**config.mk**
```make
export PLATFORM = sky130hd
export DESIGN_NAME = stream_find_replace
export DESIGN_NICKNAME = d
export VERILOG_FILES = /design/src/sfr_pkg.sv /design/src/stream_find_replace.sv /design/src/sfr_win_cell.sv /design/src/sfr_out_cell.sv
export SDC_FILE = /design/constraint.sdc
export NUM_CORES = 1
export LEC_CHECK = 0
export BUFFER_PORTS_ARGS = -buffer_cell sky130_fd_sc_hd__buf_4
export CAP_MARGIN = 30
export CELL_PAD_IN_SITES_DETAIL_PLACEMENT = 1
export CELL_PAD_IN_SITES_GLOBAL_PLACEMENT = 1
export CORE_UTILIZATION = 51
export DETAILED_ROUTE_END_ITERATION = 10
export PLACE_DENSITY = 0.95
export SYNTH_ARGS = -nofsm -noshare
export SYNTH_HDL_FRONTEND = slang
export SYNTH_SLANG_ARGS = --single-unit
```
**constraint.sdc**
```tcl
create_clock -name clk -period 21.4 [get_ports clk]
set_input_delay 2.14 -clock clk [delete_from_list [all_inputs] [get_ports clk]]
set_output_delay 2.14 -clock clk [all_outputs]
set_load 0.005 [all_outputs]
```
**src/sfr_pkg.sv**
```systemverilog
// ----------------------------------------------------------------------------
// sfr_pkg: shared types and constants for the streaming find-and-replace
// Item structs, cell control structs, register indexes and length helpers.
// ----------------------------------------------------------------------------
package sfr_pkg;

  localparam int PAT_MAX  = 8;
  localparam int REPL_MAX = 8;
  localparam int IDX_W    = $clog2(PAT_MAX);
  localparam int LEN_W    = $clog2(PAT_MAX + 1);

  // configuration register indexes
  localparam logic [2:0] REG_PAT_BYTES  = 3'd0;
  localparam logic [2:0] REG_PAT_LEN    = 3'd1;
  localparam logic [2:0] REG_REPL_BYTES = 3'd2;
  localparam logic [2:0] REG_REPL_LEN   = 3'd3;
  localparam logic [2:0] REG_CAPACITY   = 3'd4;

  localparam logic [3:0] PAT_LEN_RST  = 4'd1;
  localparam logic [7:0] CAPACITY_RST = 8'd50;

  typedef struct packed {
    logic [7:0] in_byte;
    logic       in_last;
  } in_item_t;

  typedef struct packed {
    logic [7:0] out_byte;
    logic       byte_present;
    logic       out_last;
    logic [7:0] repl_count;
    logic       overflow;
  } out_item_t;

  // window cell control, shared by every cell
  typedef struct packed {
    logic upd;
    logic shift;
  } win_ctl_t;

  // output queue cell control
  typedef struct packed {
    logic load;
    logic pop;
  } oq_ctl_t;

  function automatic logic [LEN_W-1:0] eff_pat_len(input logic [3:0] raw);
    logic [LEN_W-1:0] l;
    if (raw == 4'd0) begin
      l = LEN_W'(1);
    end else if (raw > 4'(PAT_MAX)) begin
      l = LEN_W'(PAT_MAX);
    end else begin
      l = LEN_W'(raw);
    end
    return l;
  endfunction

  function automatic logic [3:0] eff_repl_len(input logic [3:0] raw);
    return (raw > 4'(REPL_MAX)) ? 4'(REPL_MAX) : raw;
  endfunction

endpackage

```
**src/stream_find_replace.sv**
```systemverilog
// ----------------------------------------------------------------------------
// stream_find_replace: streaming find-and-replace on a text byte stream
// Replaces leftmost, non-overlapping pattern occurrences with a replacement.
// ----------------------------------------------------------------------------
// Usage:
//   Input items (in_valid/in_stall/in_data) carry one text byte and a last
//   marker. Result items (out_valid/out_stall/out_data) carry emitted bytes,
//   the running replacement count and the sticky overflow flag of the string.
//   Registers are written on cfg_valid (cfg_ready is always high); the user
//   must write them only while idle; the block itself does not enforce it.
// Results of an item appear in the cycle after it is accepted; one item per
//   cycle is taken while each yields at most one result and the receiver
//   does not stall. An n-result item (replacement burst or end-of-string
//   flush, up to 8) keeps in_stall high until the last is being taken.
// Matching: a row of 8 window cells compares the pending bytes plus the new
//   byte against the pattern in the cycle the byte is accepted.
// Reset: queue empty, window empty, counters cleared, registers at defaults.
// Receiver stall: the result at the head holds; once the queue can no
//   longer take the next burst, in_stall rises. Queue: a row of 8 byte cells.
// ----------------------------------------------------------------------------
module stream_find_replace
  import sfr_pkg::*;
(
  input  logic        clk,
  input  logic        rst_n,
  input  logic        in_valid,
  output logic        in_stall,
  input  in_item_t    in_data,
  output logic        out_valid,
  input  logic        out_stall,
  output out_item_t   out_data,
  input  logic        cfg_valid,
  output logic        cfg_ready,
  input  logic [2:0]  cfg_index,
  input  logic [63:0] cfg_data
);

  // configuration
  logic [63:0] pat_r;
  logic [3:0]  plen_r;
  logic [63:0] repl_r;
  logic [3:0]  rlen_r;
  logic [7:0]  cap_r;

  // string state
  logic [IDX_W-1:0] fill_r, fill_nxt;
  logic [7:0]       emit_r, emit_nxt;
  logic [7:0]       mt_r, mt_nxt;
  logic             ovf_r, ovf_nxt;

  // result queue
  logic [LEN_W-1:0] cnt_r, cnt_nxt;
  logic             last_r;
  logic             present_r;
  logic [7:0]       qmt_r;
  logic             qovf_r;

  logic             cfg_we;
  logic             accept;
  logic             pop;
  logic [LEN_W-1:0] len_eff;
  logic [3:0]       rl_eff;
  logic [IDX_W-1:0] fill_cur;
  logic [LEN_W-1:0] f1;
  logic             full;
  logic             hit;
  logic [3:0]       n_try;
  logic [7:0]       room;
  logic [3:0]       k;
  logic             drop;
  logic [7:0]       mt_step;
  logic             ovf_step;
  logic [LEN_W-1:0] n_out;

  win_ctl_t         wctl;
  oq_ctl_t          qctl;
  logic [7:0]       cand [PAT_MAX];
  logic [PAT_MAX-1:0] eq;
  logic [7:0]       qbyte [PAT_MAX];

  assign cfg_ready = 1'b1;
  assign cfg_we    = cfg_valid && cfg_ready;

  assign len_eff  = eff_pat_len(plen_r);
  assign rl_eff   = eff_repl_len(rlen_r);
  assign fill_cur = ({1'b0, fill_r} >= len_eff) ? '0 : fill_r;
  assign f1       = LEN_W'(fill_cur) + LEN_W'(1);
  assign full     = (f1 == len_eff);
  assign hit      = full && (&eq);

  // bytes the step tries to emit, then clipped to the remaining capacity
  always_comb begin
    if (hit) begin
      n_try = rl_eff;
    end else if (in_data.in_last) begin
      n_try = 4'(f1);
    end else if (full) begin
      n_try = 4'd1;
    end else begin
      n_try = 4'd0;
    end
  end

  assign room     = (emit_r < cap_r) ? (cap_r - emit_r) : 8'd0;
  assign drop     = ({4'd0, n_try} > room);
  assign k        = drop ? room[3:0] : n_try;
  assign mt_step  = (hit && (mt_r != 8'hFF)) ? (mt_r + 8'd1) : mt_r;
  assign ovf_step = ovf_r | drop;
  assign n_out    = (in_data.in_last && (k == 4'd0)) ? LEN_W'(1) : LEN_W'(k);

  // queue handshake
  assign out_valid = (cnt_r != '0);
  assign pop       = out_valid && !out_stall;
  assign in_stall  = !((cnt_r == '0) || ((cnt_r == LEN_W'(1)) && pop));
  assign accept    = in_valid && !in_stall;

  assign wctl.upd   = accept;
  assign wctl.shift = full && !hit;
  assign qctl.load  = accept && (n_out != '0);
  assign qctl.pop   = pop;

  genvar gi;
  generate
    for (gi = 0; gi < PAT_MAX; gi++) begin : g_win
      sfr_win_cell u_cell (
        .clk        (clk),
        .ctl        (wctl),
        .load_sel   (fill_cur == IDX_W'(gi)),
        .active     (LEN_W'(gi) < len_eff),
        .in_byte    (in_data.in_byte),
        .pat_byte   (pat_r[8*gi +: 8]),
        .right_byte ((gi == PAT_MAX-1) ? cand[gi] : cand[(gi+1) % PAT_MAX]),
        .cand_byte  (cand[gi]),
        .eq         (eq[gi])
      );
    end
    for (gi = 0; gi < PAT_MAX; gi++) begin : g_out
      sfr_out_cell u_cell (
        .clk        (clk),
        .ctl        (qctl),
        .load_byte  (hit ? repl_r[8*gi +: 8] : cand[gi]),
        .right_byte ((gi == PAT_MAX-1) ? 8'd0 : qbyte[(gi+1) % PAT_MAX]),
        .data_byte  (qbyte[gi])
      );
    end
  endgenerate

  always_comb begin
    fill_nxt = fill_r;
    emit_nxt = emit_r;
    mt_nxt   = mt_r;
    ovf_nxt  = ovf_r;
    if (accept) begin
      if (in_data.in_last) begin
        fill_nxt = '0;
        emit_nxt = '0;
        mt_nxt   = '0;
        ovf_nxt  = 1'b0;
      end else begin
        priority if (hit) begin
          fill_nxt = '0;
        end else if (full) begin
          fill_nxt = IDX_W'(len_eff - LEN_W'(1));
        end else begin
          fill_nxt = IDX_W'(f1);
        end
        emit_nxt = emit_r + {4'd0, k};
        mt_nxt   = mt_step;
        ovf_nxt  = ovf_step;
      end
    end else if (cfg_we && (cfg_index == REG_PAT_LEN)) begin
      // shorter pattern: drop all pending bytes once they no longer fit
      if ({1'b0, fill_r} >= eff_pat_len(cfg_data[3:0])) begin
        fill_nxt = '0;
      end
    end
  end

  always_comb begin
    cnt_nxt = cnt_r;
    if (qctl.load) begin
      cnt_nxt = n_out;
    end else if (pop) begin
      cnt_nxt = cnt_r - LEN_W'(1);
    end
  end

  always_ff @(posedge clk) begin
    if (!rst_n) begin
      pat_r  <= '0;
      plen_r <= PAT_LEN_RST;
      repl_r <= '0;
      rlen_r <= '0;
      cap_r  <= CAPACITY_RST;
    end else if (cfg_we) begin
      unique case (cfg_index)
        REG_PAT_BYTES:  pat_r  <= cfg_data;
        REG_PAT_LEN:    plen_r <= cfg_data[3:0];
        REG_REPL_BYTES: repl_r <= cfg_data;
        REG_REPL_LEN:   rlen_r <= cfg_data[3:0];
        REG_CAPACITY:   cap_r  <= cfg_data[7:0];
        default: ;
      endcase
    end
  end

  always_ff @(posedge clk) begin
    if (!rst_n) begin
      fill_r <= '0;
      emit_r <= '0;
      mt_r   <= '0;
      ovf_r  <= 1'b0;
      cnt_r  <= '0;
    end else begin
      fill_r <= fill_nxt;
      emit_r <= emit_nxt;
      mt_r   <= mt_nxt;
      ovf_r  <= ovf_nxt;
      cnt_r  <= cnt_nxt;
    end
  end

  always_ff @(posedge clk) begin
    if (qctl.load) begin
      last_r    <= in_data.in_last;
      present_r <= (k != 4'd0);
      qmt_r     <= mt_step;
      qovf_r    <= ovf_step;
    end
  end

  assign out_data.out_byte     = present_r ? qbyte[0] : 8'd0;
  assign out_data.byte_present = present_r;
  assign out_data.out_last     = last_r && (cnt_r == LEN_W'(1));
  assign out_data.repl_count   = qmt_r;
  assign out_data.overflow     = qovf_r;

endmodule

```
**src/sfr_win_cell.sv**
```systemverilog
// ----------------------------------------------------------------------------
// sfr_win_cell: one pending-byte slot of the match window
// Holds one byte, takes the incoming byte when selected, compares against its
// pattern byte and shifts toward the oldest slot on a full-window mismatch.
// ----------------------------------------------------------------------------
module sfr_win_cell
  import sfr_pkg::*;
(
  input  logic     clk,
  input  win_ctl_t ctl,
  input  logic     load_sel,
  input  logic     active,
  input  logic [7:0] in_byte,
  input  logic [7:0] pat_byte,
  input  logic [7:0] right_byte,
  output logic [7:0] cand_byte,
  output logic       eq
);

  logic [7:0] win_r;
  logic [7:0] win_nxt;

  assign cand_byte = load_sel ? in_byte : win_r;
  // slots past the pattern length never block a match
  assign eq        = !active || (cand_byte == pat_byte);
  assign win_nxt   = ctl.shift ? right_byte : cand_byte;

  always_ff @(posedge clk) begin
    if (ctl.upd) begin
      win_r <= win_nxt;
    end
  end

endmodule

```
**src/sfr_out_cell.sv**
```systemverilog
// ----------------------------------------------------------------------------
// sfr_out_cell: one slot of the result byte queue
// Loads a burst byte in parallel and shifts toward slot 0 on each pop.
// ----------------------------------------------------------------------------
module sfr_out_cell
  import sfr_pkg::*;
(
  input  logic       clk,
  input  oq_ctl_t    ctl,
  input  logic [7:0] load_byte,
  input  logic [7:0] right_byte,
  output logic [7:0] data_byte
);

  logic [7:0] data_r;

  always_ff @(posedge clk) begin
    if (ctl.load) begin
      data_r <= load_byte;
    end else if (ctl.pop) begin
      data_r <= right_byte;
    end
  end

  assign data_byte = data_r;

endmodule

```
-- After elaboration in Yosys (flattened, before gate mapping)
Index checks and enable logic that the tools add are counted.
- bits in registers: 307
- word-level logic and storage cells: 189
- bitwise gates (word level): 1
- reductions and logical operators: 49
- $add $sub $neg: 6
- $lt $le $gt $ge: 15
- eq/ne operators: 22
- muxes and demuxes: 66
- operators by type and width (operator ; count):
    $mux W8 ; 44
    $eq A8 B8 Y1 ; 8
    $mux W4 ; 13
    $mux W3 ; 7
    $logic_not A4 Y1 ; 4
    $lt A3 B4 Y1 const A ; 4
    $eq A3 B3 Y1 const B ; 5
    $eq A3 B2 Y1 const B ; 4
    $gt A4 B4 Y1 const B ; 3
    $reduce_and A2 Y1 ; 6
    $reduce_bool A4 Y1 ; 3
    $logic_not A1 Y1 ; 11
    $logic_and A1 B1 Y1 ; 10
    $logic_or A1 B1 Y1 ; 9
    $add A8 B1 Y8 const B ; 1
    $add A8 B4 Y8 ; 1
    $ge A3 B4 Y1 ; 2
    $gt A4 B8 Y1 ; 1
    $lt A1 B4 Y1 const A ; 2
    $lt A2 B4 Y1 const A ; 2
    $lt A8 B8 Y1 ; 1
    $ne A8 B8 Y1 const B ; 1
    $reduce_and A8 Y1 ; 1
    $sub A8 B8 Y8 ; 1
    10 further kinds ; 15

-- Depth between registers and ports, before layout
- word-level depth: 20
- depth in mapped cells: 41

-- Cells and area by module
From an unflattened synthesis, not the netlist that was laid out.
- cell total of the unflattened synthesis: 1672
- area, all modules: 16902.5 µm²
- by module, submodules not included (module ; area each (µm²) ; cells an instance ; instances):
    stream_find_replace ; 9395.3 ; 1232 ; 1
    sfr_win_cell ; 560.5 ; 37 ; 8
    sfr_out_cell ; 377.9 ; 18 ; 8

-- Worst setup path before layout
OpenSTA, ideal clock, no wires.
- path type: register to register
- from: register plen_r[2]
- to: register g_out[0].u_cell.data_r[0], enable pin
- path slack: 12.563 ns
- setup time: 0.695 ns
- buffers on the path: 7
- stages on the path, launching flop included: 36
- arrival time: 8.143 ns
- cells stage by stage: dfxtp_1 clkbuf_1 o21ba_2 nor2_1 ha_1 nor3b_1 nor3_1 clkbuf_1 nor3_1 ha_1 ha_1 clkbuf_1 mux2i_1 xnor2_1 nor4_1 nand2_1 o32a_1 o31a_1 nor3_4 and2_1 buf_2 buf_2 a21o_1 ha_1 nor2b_1 o21ai_0 nand2b_1 a21oi_1 a41o_1 a21o_1 nor2_1 a211o_1 o41ai_4 buf_6 buf_2 nand2b_1
- word-level cells in the longest chain between the ends: 20
- elaborated cells on any way between the ends: 69
- RTL lines (element ; RTL line ; source):
    from (decl) ; stream_find_replace.sv:40 ; logic [3:0] plen_r;
    from (signal assigned) ; stream_find_replace.sv:198 ; REG_PAT_LEN: plen_r <= cfg_data[3:0];
    $gt A4 B4 Y1 ; sfr_pkg.sv:51 ; end else if (raw > 4'(PAT_MAX)) begin
    $mux W4 ; sfr_pkg.sv:51 ;
    $mux W4 (*) ; sfr_pkg.sv:49 ; if (raw == 4'd0) begin
    $ge A3 B4 Y1 ; stream_find_replace.sv:86 ; assign fill_cur = ({1'b0, fill_r} >= len_eff) ? '0 : fill_r;
    $mux W3 ; stream_find_replace.sv:86 ;
    $eq A3 B1 Y1, or another cell as far along ; stream_find_replace.sv:128 ; .load_sel (fill_cur == IDX_W'(gi)),
    $mux W8 ; sfr_win_cell.sv:23 ; assign cand_byte = load_sel ? in_byte : win_r;
    $eq A8 B8 Y1 ; sfr_win_cell.sv:25 ; assign eq = !active || (cand_byte == pat_byte);
    [... 4 more ...] ; n/a ;
    $gt A4 B8 Y1 ; stream_find_replace.sv:105 ; assign drop = ({4'd0, n_try} > room);
    $mux W4 (*) ; stream_find_replace.sv:106 ; assign k = drop ? room[3:0] : n_try;
    $logic_not A4 Y1 ; stream_find_replace.sv:109 ; assign n_out = (in_data.in_last && (k == 4'd0)) ? LEN_W'(1) : LEN_W'(k);
    $logic_and A1 B1 Y1 ; stream_find_replace.sv:109 ;
    $mux W4 (*) ; stream_find_replace.sv:109 ;
    $reduce_bool A4 Y1 (*) ; stream_find_replace.sv:119 ; assign qctl.load = accept && (n_out != '0);
    $logic_and A1 B1 Y1 (*) ; stream_find_replace.sv:119 ;
    $reduce_bool A2 Y1 (no source line) (*) ; n/a ;
    to (signal assigned) ; sfr_out_cell.sv:19 ; data_r <= load_byte;
    to (signal assigned) ; sfr_out_cell.sv:21 ; data_r <= right_byte;
    to (decl) ; sfr_out_cell.sv:15 ; logic [7:0] data_r;
Every way passes the cells marked *; elsewhere a longest branch is shown, timed or not.
A chain may end at the register's enable or synchronous reset.

==> results.sh <==
export IMPL_status="finished clean"
export IMPL_synth_top_family_by_area="simple AND/OR/NAND/NOR gates"
export IMPL_syn_num_nets=1900
export IMPL_hold_viol_final=0
export IMPL_synth_top_area_cell="edfxtp_1"
export IMPL_rsz0062_at_grt="false"
export IMPL_cp_max_fo=54
export IMPL_crit_slowest_cell="buf_4"
export IMPL_p_leak_nw=7.040
export IMPL_drive_above_1_share_pct=12.32
export IMPL_cts_buffers=36
export IMPL_num_antenna_cells=0
export IMPL_power_density_mw_per_mm2=121.8
export IMPL_r2r_start="plen_r[2]"
export IMPL_synth_distinct_cells=81
export IMPL_synth_ff_type="dfxtp_1"
export IMPL_wl_mm=57.46
export IMPL_hold_depth=2
export IMPL_clk_pin_slew_ns=0.06
export IMPL_yosys_top_cells_count="nand2_1 (369), a21oi_1 (211), dfxtp_1 (168)"
export IMPL_ant_nets=0
export IMPL_ff_latch_area_sq_mm=0.007537
export IMPL_drt_first_pass_iters=6
export IMPL_peakVddDrop_mv=0.08754
export IMPL_startpoint_type="flop"
export IMPL_multi_input_area_sq_mm=0.008115
export IMPL_syn_avg_cell_area_sq_um=9.182
export IMPL_gp_congestion=0.9270
export IMPL_overflow=0
export IMPL_synth_top_area_share_pct=25.49
export IMPL_finClkSkew_ns=0.02436
export IMPL_area_delta_synth_final_pct=13.11
export IMPL_arrival_ns=9.89
export IMPL_synth_warnings=0
export IMPL_cpPeakStageDelay_ns=0.64
export IMPL_path_common_cell="ha_1"
export IMPL_synthArstFlopShare_pct=0
export IMPL_cts_tree="built"
export IMPL_grt_pass1_wl_mm=88.55
export IMPL_setup_viol=0
export IMPL_timing_hold_worst_start="repl_r[2]"
export IMPL_stdcell_area_sq_mm=0.01852
export IMPL_synthAdderAreaFrac_pct=2.843
export IMPL_grt_usage_pct=34.78
export IMPL_relSlewSlack_pct=32.99
export IMPL_grt_max_degree=77
export IMPL_finalPower_mw=2.255
export IMPL_core_sq_mm=0.03156
export IMPL_holdCritPathClass="reg2reg"
export IMPL_clock_path_buffers=3
export IMPL_routedWlPerCell_microns=25.50
export IMPL_htree_num_levels=2
export IMPL_synth_simple_gate_area_share_pct=16.39
export IMPL_clock_tree_root_cell="clkbuf_16"
export IMPL_cts_resized=0
export IMPL_crit_type="reg2reg"
export IMPL_synth_edf_count=139
export IMPL_die_area_sq_mm=0.03282
export IMPL_syn_area_sq_mm=0.01637
export IMPL_finalSetupTns_ns=0
export IMPL_r2r_slack_ns=11.68
export IMPL_antenna_found_initial=1
export IMPL_post_dp_hpwl_mm=38.52
export IMPL_worstPathRequired_ns=21.57
export IMPL_timing_rr_end="qmt_r[1]"
export IMPL_r2r_cells=30
export IMPL_min_to="repl_r[2]"
export IMPL_clock_latency_ns=0.53
export IMPL_synth_compound_area_share_pct=15.03
export IMPL_boundaryPins=103
export IMPL_die_x_microns=181.2
export IMPL_drt_iter0_drc=1436
export IMPL_drc=0
export IMPL_max_freq_mhz=102.9
export IMPL_synth_xor_xnor_area_share_pct=5.136
export IMPL_port_buffers=101
export IMPL_yosysMostFrequentCell="nand2_1"
export IMPL_fillers=3583
export IMPL_synth_seq_cells=307
export IMPL_period_share_pct=45.40
export IMPL_viasPerCell=6.405
export IMPL_worst_setup_path_end_kind="flop"
export IMPL_postCtsSetupBuffers=0
export IMPL_slew_violations=0
export IMPL_first_global_vias=15190
export IMPL_fin_crit_ns=9.717
export IMPL_worst_pin_slew_ns=1.005
export IMPL_vias=14430
export IMPL_syn_inst=1783
export IMPL_hold_buffers=0
export IMPL_yosysSeqAreaShare_pct=46.04
export IMPL_drv_cap=0
export IMPL_synth_area_mux_share_pct=9.981
export IMPL_dieHeight_microns=181.2
export IMPL_start_util_pct=51.88
export IMPL_synthTopCellsByArea="edfxtp_1 (25%), dfxtp_1 (21%), nand2_1 (8.5%)"
export IMPL_cts_sinks=307
export IMPL_layout_nets=1940
export IMPL_postPlaceCellArea_sq_mm=0.01723
export IMPL_fp_row_count=65
layer usage:
metal | share of wire, % | GRT usage, % | wire length [microns] | vias to the layer above
met1 | 40 | 43.41 | 22730 | 7122
met2 | 48 | 58.08 | 27340 | 768
li1 | - | - | - | 6336
met4 | 4.9 | 17.73 | 2844 | 2
met3 | 7.9 | 5.745 | 4526 | 203
met5 | 0.026 | 0 | 15 | -
cells by family after synthesis:
family          count (synthesis)
buf+inv                       171
xor+xnor                       96
fa+ha+maj                      36
flops                         307
mux                           156
other cells                     1
compound gates                411
simple gates                  605
flip-flops by register name (all words and copies together), names as in the netlist:
signal	cells
cap_r	8
cnt_r	4
emit_r	8
fill_r	3
g_out.u_cell.data_byte	64
g_win.u_cell.win_r	64
last_r	1
mt_r	8
ovf_r	1
pat_r	64
plen_r	4
present_r	1
qmt_r	8
qovf_r	1
repl_r	64
rlen_r	4
where the power goes:
| part | internal (mW) | switching [mW] | leakage, nW |
|---|---|---|---|
| sequential | 0.850 | 0.101 | 2.69 |
| combinational | 0.255 | 0.421 | 3.75 |
| clock | 0.371 | 0.257 | 0.600 |
| total | 1.48 | 0.778 | 7.04 |
worst max-delay path by stage:
stage	start	to	slack [ns]	depth (start not counted)
final	plen_r[2]	qmt_r[1]	11.68	30
after floorplan	plen_r[2]	g_out[0].u_cell.data_byte[0]	12.56	35
after CTS	plen_r[2]	qovf_r	11.37	29
after global placement	plen_r[2]	qmt_r[0]	11.86	29
after global routing	plen_r[2]	qmt_r[3]	11.07	30
after detailed placement	plen_r[2]	last_r	11.48	29
critical path: cells and delay by family (launching register included):
kind	cells	cell delay [ns]
muxes	1	0.58
buffers and inverters	3	1.31
adders and majority gates	4	1.39
DFF	1	0.40
xor gates and xnor gates	1	0.13
AOI/OAI and AO/OA	11	2.66
and+or+nand+nor	10	2.89
final cells by class:
type / instances / share of cell area [%]
Clock inverter: 14 / 0.6216
Inverter: 56 / 1.149
Tap cell: 402 / 2.716
Multi-Input combinational cell: 1305 / 43.82
Timing Repair Buffer: 117 / 5.068
Clock buffer: 52 / 5.919
Sequential cell: 307 / 40.70
placed cells by master, fill, tap and decap left out, types with 40 or more instances in the layout:
cell type,instances
xnor2_1,58
mux2i_1,98
inv_1,50
nand2_1,368
dfxtp_1,168
a21oi_1,210
clkbuf_16,40
o21ai_0,84
edfxtp_1,139
buf_4,112
nor2_1,76
through the flow:
stage | setup WS, ns | util [%] | cells | hold slack (ns)
after floorplan | 12.56 | - | 1783 | 0.4319
after global placement | 11.86 | 54.54 | 2182 | 0.4386
final | 11.68 | 58.68 | 2253 | 0.4583
after CTS | 11.37 | 58.44 | 2249 | 0.4587
after global routing | 11.07 | 58.68 | 2253 | 0.4803
after detailed placement | 11.48 | 54.60 | 2183 | 0.4517
No activity file was read; power rests on OpenSTA's default activity.
